===== config.mk =====
export PLATFORM = sky130hd
export DESIGN_NAME = rro_cell
export DESIGN_NICKNAME = d
export VERILOG_FILES = /design/src/rtl/core/rro_pkg.sv /design/src/rtl/core/rro_cell.sv
export SDC_FILE = /design/constraint.sdc
export NUM_CORES = 1
export LEC_CHECK = 0
export ABC_CLOCK_PERIOD_IN_PS = 3200
export BUFFER_PORTS_ARGS = -buffer_cell sky130_fd_sc_hd__buf_2
export CAP_MARGIN = 10
export CORE_ASPECT_RATIO = 2
export CORE_UTILIZATION = 30
export CTS_BUF_LIST = sky130_fd_sc_hd__clkbuf_8
export DETAILED_ROUTE_END_ITERATION = 6
export GPL_TIMING_DRIVEN = 1
export SETUP_SLACK_MARGIN = 0.2
export SLEW_MARGIN = 20
export SYNTH_ARGS = -nofsm -noshare
export SYNTH_HDL_FRONTEND = slang
export SYNTH_SLANG_ARGS = --single-unit

===== constraint.sdc =====
create_clock -name clock -period 3.2 [get_ports clock]
set_input_delay 0.64 -clock clock [delete_from_list [all_inputs] [get_ports clock]]
set_output_delay 0.64 -clock clock [all_outputs]
set_load 0.005 [all_outputs]

===== src/rtl/core/rro_pkg.sv =====
// Shared types and constants for the ring replacement order queue.
// Used by the cell row, the top level and the port checker; no dependencies.
`timescale 1ns / 1ps
`default_nettype none

package rro_pkg;

   localparam int VALUE_W = 31;
   localparam int POS_W   = 6;
   localparam int LEN_W   = 7;
   localparam int OP_W    = 2;
   localparam int SLOT_W  = 10;
   localparam int REQ_DATA_W = 40;
   localparam int RSP_DATA_W = 40;

   localparam logic [LEN_W-1:0] RESET_LEN = LEN_W'(64);

   typedef enum logic [OP_W-1:0] {
      OP_ENQUEUE       = 2'd0,
      OP_MOVE_TO_BACK  = 2'd1,
      OP_MOVE_TO_FRONT = 2'd2
   } op_type;

   typedef logic [VALUE_W-1:0] value_type;

   typedef struct packed {
      logic              load_en;
      logic              shift_en;
      logic              wrap;
      logic [SLOT_W-1:0] head;
      logic [SLOT_W-1:0] target;
      logic [SLOT_W-1:0] last;
   } cmd_type;

endpackage

`default_nettype wire


===== src/rtl/core/rro_cell.sv =====
// One ring slot: holds an entry and takes its left neighbour's entry on a shift.
// Depends on rro_pkg for the command struct and value type.
`timescale 1ns / 1ps
`default_nettype none

module rro_cell #(
   parameter int IDX = 0
) (
   input  wire logic               clock,
   input  wire logic               reset,
   input  wire rro_pkg::cmd_type   cmd,
   input  wire rro_pkg::value_type load_value,
   input  wire rro_pkg::value_type saved_value,
   input  wire rro_pkg::value_type prev_value,
   output      rro_pkg::value_type value_q
);

   localparam logic [rro_pkg::SLOT_W-1:0] MY_SLOT = rro_pkg::SLOT_W'(IDX);

   rro_pkg::value_type value_ff;
   rro_pkg::value_type value_in;
   logic               is_head;
   logic               in_use;
   logic               above_head;
   logic               upto_target;
   logic               in_span;

   always_comb begin
      is_head     = (MY_SLOT == cmd.head);
      in_use      = (MY_SLOT <= cmd.last);
      above_head  = (MY_SLOT > cmd.head);
      upto_target = (MY_SLOT <= cmd.target);
      in_span     = in_use & (cmd.wrap ? (above_head | upto_target)
                                       : (above_head & upto_target));
      value_in = value_ff;
      if (cmd.load_en && is_head) begin
         value_in = load_value;
      end else if (cmd.shift_en && is_head) begin
         value_in = saved_value;
      end else if (cmd.shift_en && in_span) begin
         value_in = prev_value;
      end
   end

   always_ff @(posedge clock) begin
      if (reset) begin
         value_ff <= '0;
      end else begin
         value_ff <= value_in;
      end
   end

   assign value_q = value_ff;

endmodule

`default_nettype wire


After elaboration in Yosys (flattened, before gate mapping)

Index checks and enable logic that the tools add are counted.

Add/subtract/negate cells: 0
Multipliers: 0
Div/mod/pow operators: 0
Magnitude comparators: 3
Equality and inequality tests: 0
Shifts and indexed selects: 0
Mux-type cells: 4
Bitwise operators: 3
Reductions and logical operators: 5

Operator list:

| cell                  | count |
|---|---|
| $mux W31              | 3 |
| $le A1 B10 Y1 const A | 2 |
| $gt A1 B10 Y1 const A | 1 |
| $logic_not A10 Y1     | 1 |
| $logic_and A1 B1 Y1   | 3 |
| $reduce_bool A3 Y1    | 1 |
| $and A1 B1 Y1         | 2 |
| $mux W1               | 1 |
| $or A1 B1 Y1          | 1 |

Flip-flop bits (word level): 31
Bits in latches: 0
RAM bits: 0
ROM bits: 0
Bits of input ports: 128
Output and inout port bits: 31
Logic and storage cells: 16
Memories kept: 0

Longest topological paths before layout

Word-level depth: 8
Mapped depth: 7
Gate-level depth less buffers: 4

Worst setup path before layout

No wires, ideal clock.

Kind: input port to flip-flop
Start point: input port cmd[29] in the netlist's numbering
End point: register value_ff[12], in the netlist value_q[12]
Library setup time: 125 ps
Arrival time: 2130 ps
Data required time: 3075 ps
Path slack: 945 ps
Stages on the path: 7
Buffers on the path: 3
Cell sequence: or4_4 -> buf_6 -> or3_4 -> buf_6 -> buf_6 -> a21oi_1 -> a31oi_1

Cells in the longest elaborated chain, start to end: 6
Elaborated cells between the ends (all ways): 12
Those cells by class: order compare: 1; mux: 3; bitwise: 3; reduce/logical: 5

RTL lines:

| what                                                 | line                           | source |
|---|---|---|
| from (decl)                                          | rro_cell.sv:11                 | `input wire rro_pkg::cmd_type cmd,` |
| $gt A1 B10 Y1                                        | rro_cell.sv:31                 | `above_head = (MY_SLOT > cmd.head);` |
| $and A1 B1 Y1 / $or A1 B1 Y1 (equally long branches) | rro_cell.sv:34, rro_cell.sv:33 |  |
| $mux W1                                              | rro_cell.sv:33                 | `in_span = in_use & (cmd.wrap ? (above_head \| upto_target)` |
| $and A1 B1 Y1                                        | rro_cell.sv:33                 |  |
| $logic_and A1 B1 Y1                                  | rro_cell.sv:40                 | `end else if (cmd.shift_en && in_span) begin` |
| $reduce_bool A3 Y1 (no line)                         | -                              |  |
| to (signal assigned)                                 | rro_cell.sv:49                 | `value_ff <= value_in;` |
| to (decl)                                            | rro_cell.sv:20                 | `rro_pkg::value_type value_ff;` |

Several ways; a longest one is shown, not always the timed one.
A chain may end at the register's enable or synchronous reset.

Worst setup path in the final report

Start point: input port cmd[29] in the netlist's numbering
End point: register value_ff[13], in the netlist value_q[13]

Same word-level chain as after synthesis.

==> results.md <==
* Max Fanout on Critical Path at 34
* Crit path DAT at 2.67 ns
* Leak at around 1.3 nW
* Post-Syn Nets at about 400
* Primary FF master, synth: dfxtp_1
* Hold crit path type: register to register
* Slew Viols, Final at 0
* Synth Instances at between 200 and 300
* Share of the synthesized area in the top cell type at slightly below 30%
* Drt wl/cell at about 18 um
* Average cell area after synthesis at about 7.8 um2
* Nets at between 500 and 600
* Fin cells at 475
* Dpl cells at approximately 470
* Die area at roughly 7400 um2
* Layout cells sized above 1 at between 40% and 50%
* PD cells at approximately 350 nW/um2
* Post-CTS Setup Bufs at 0
* Final core occ at a little over two fifths
* Max reg flops at 31
* Synthesis-to-layout area growth at 38.51%
* CTS clk-pin slew, worst paths at 0.07 ns
* Register share of total power at 42.4%
* Post-synth cell types at 25
* Sequential share of the synthesized area at ~30%
* Global-route wire length before repair at roughly 12 mm
* Maximum clock insertion buffer count at 2
* Drt pass-1 iters at 4
* Yosys reg bits at 31
* Initial Util at between 30% and 40%
* DP Worst Slack at between 0.4 and 0.5 ns
* IO Port Bufs at ~140
* Status: completed
* Clock H-tree levels at 2
* Dpl cell area at 2811 um2
* Layout Skew at 0 ns
* Post-synth EDFFs at 0
* RSZ-0062 raised after global routing: no
* Vias at ~2800
* Via/cell ratio at 5.806
* Total Power at between 1 and 1.5 mW
* Worst slew margin at about 32%
* Gp weighted congestion at ~0.79
* Synth top area cells: dfxtp_1 30%, a32oi_1 12%, o31ai_1 11%, a31oi_1 8.6%, nor4_1 8.6%
* Post-synth top area cell: dfxtp_1
* Final hold violation count at 0
* Net Switching at approximately 0.29 mW
* HPWL after detailed placement at between 5 and 6 mm
* Minimum clock period at 2.509 ns
* Post-route cell area at roughly 2900 um2
* WS Path Type: input port to register
* CTS tree: built
* Final Cycle Share at between 70% and 80%
* Worst-Margin Slew at roughly 1.0 ns
* Final setup fails at 0
* Crit end category: register
* Antenna violations before repair at 0
* Worst-skew pair later-pin latency at about 0.28 ns
* Req. time, crit path at 3.36 ns
* CP Launch Type: input port
* Ys async rst share at 0%
* Die Y at 120.4 um
* Yosys warnings at 0
* VDD IR max at 0.0001433 V
* DRC at 0
* Total GRT Usage at between 20% and 30%
* Fmax at 398.5 MHz
* Total CTS buffers at 5
* Chip width at ~60 um
* Power share of the combinational group at 23.4%
* GR Overflow Total at 0
* Switching Fraction at 28.82%
* Worst Hold Launch: value_q[22]
* Internal power at between 0.7 and 0.8 mW
* Post-cts resize count at 0
* Ant. Diodes at 0
* R2R Path Start: value_q[5]
* Setup TNS at 0 ns
* Detailed Route Iter0 Violations at 140
* Final ANT Viol Nets at 0
* IO Count at roughly 160
* Largest net degree at the start of global routing at 35
* Slack of the critical path at between 0.6 and 0.7 ns
* MaxCap Viol Count at 0
* Clock power share at around a third
* WL final at between 8 and 9 mm
* Number of global-route vias before repair at approximately 2500
* Clock root cell: clkbuf_8
* Hold buffers post-CTS at 0
* Total core area at ~6700 um2
* Post-Syn Area at 2102 um2
* Commonest non-fill, non-tap cell in the layout: buf_2
* CTS sink cnt at 31
* Most frequent cells in the layout: 138 x buf_2, 32 x nand2_1, 31 x o31ai_1, 31 x a21oi_1, 31 x dfxtp_1
* Crit. Startpoint: cmd[29]
* WHS at between 0.5 and 0.6 ns
* Num rows at 42
## cell usage after synthesis (2+ instances only)
library cell / count
a21oi_1: 31
a22oi_1: 2
a31oi_1: 29
a32oi_1: 29
buf_2: 12
buf_4: 4
buf_6: 3
clkbuf_1: 22
dfxtp_1: 31
inv_1: 3
nand2_1: 32
nor4_1: 29
o31ai_1: 31
or4_1: 2
## power groups by stage
stage	sequential, mW	clock [mW]	combinational (mW)
6_report	0.426	0.343	0.236
3_3_place_gp	0.434	0	0.233
5_1_grt	0.428	0.370	0.259
3_5_place_dp	0.434	0	0.234
4_1_cts	0.426	0.350	0.235
2_1_floorplan	0.436	0	0.108
## area by class of cell
type                            instances  area [um2]
Tap cell                               88       110.1
Timing Repair Buffer                  149       785.8
Multi-Input combinational cell        196        1284
Inverter                                3       11.26
Clock buffer                            7       96.34
Fill cell                             749        3762
Sequential cell                        31       620.6
Clock inverter                          1       3.754
## path summary, 6_finish.rpt
check                 to  slack [ns]  cells after the start
min reg2reg  value_q[22]        0.54                      2
max reg2reg   value_q[5]        2.45                      2
max          value_q[13]        0.69                      6
min          value_q[22]        0.54                      2
## critical path, stage by stage
cell and delay (ns):
buf_2 0.10, or4_4 0.77, o41ai_4 0.36, or2_1 0.41
buf_4 0.28, a31oi_1 0.11
## logic make-up after synthesis
kind of cell,Yosys count,synth area share [%]
compound gates,125,41.84
simple gates,71,18.27
buf+inv,44,10.36
flops,31,29.52
## layer usage
metal | track usage [%] | part of all wire [%] | up-vias
met5 | 0 | 0 | -
met4 | 10.23 | 3.3 | 0
met3 | 2.888 | 6.3 | 20
met2 | 40.56 | 54 | 156
met1 | 25.22 | 36 | 1258
li1 | - | - | 1324
No activity file was read; power rests on OpenSTA's default activity.
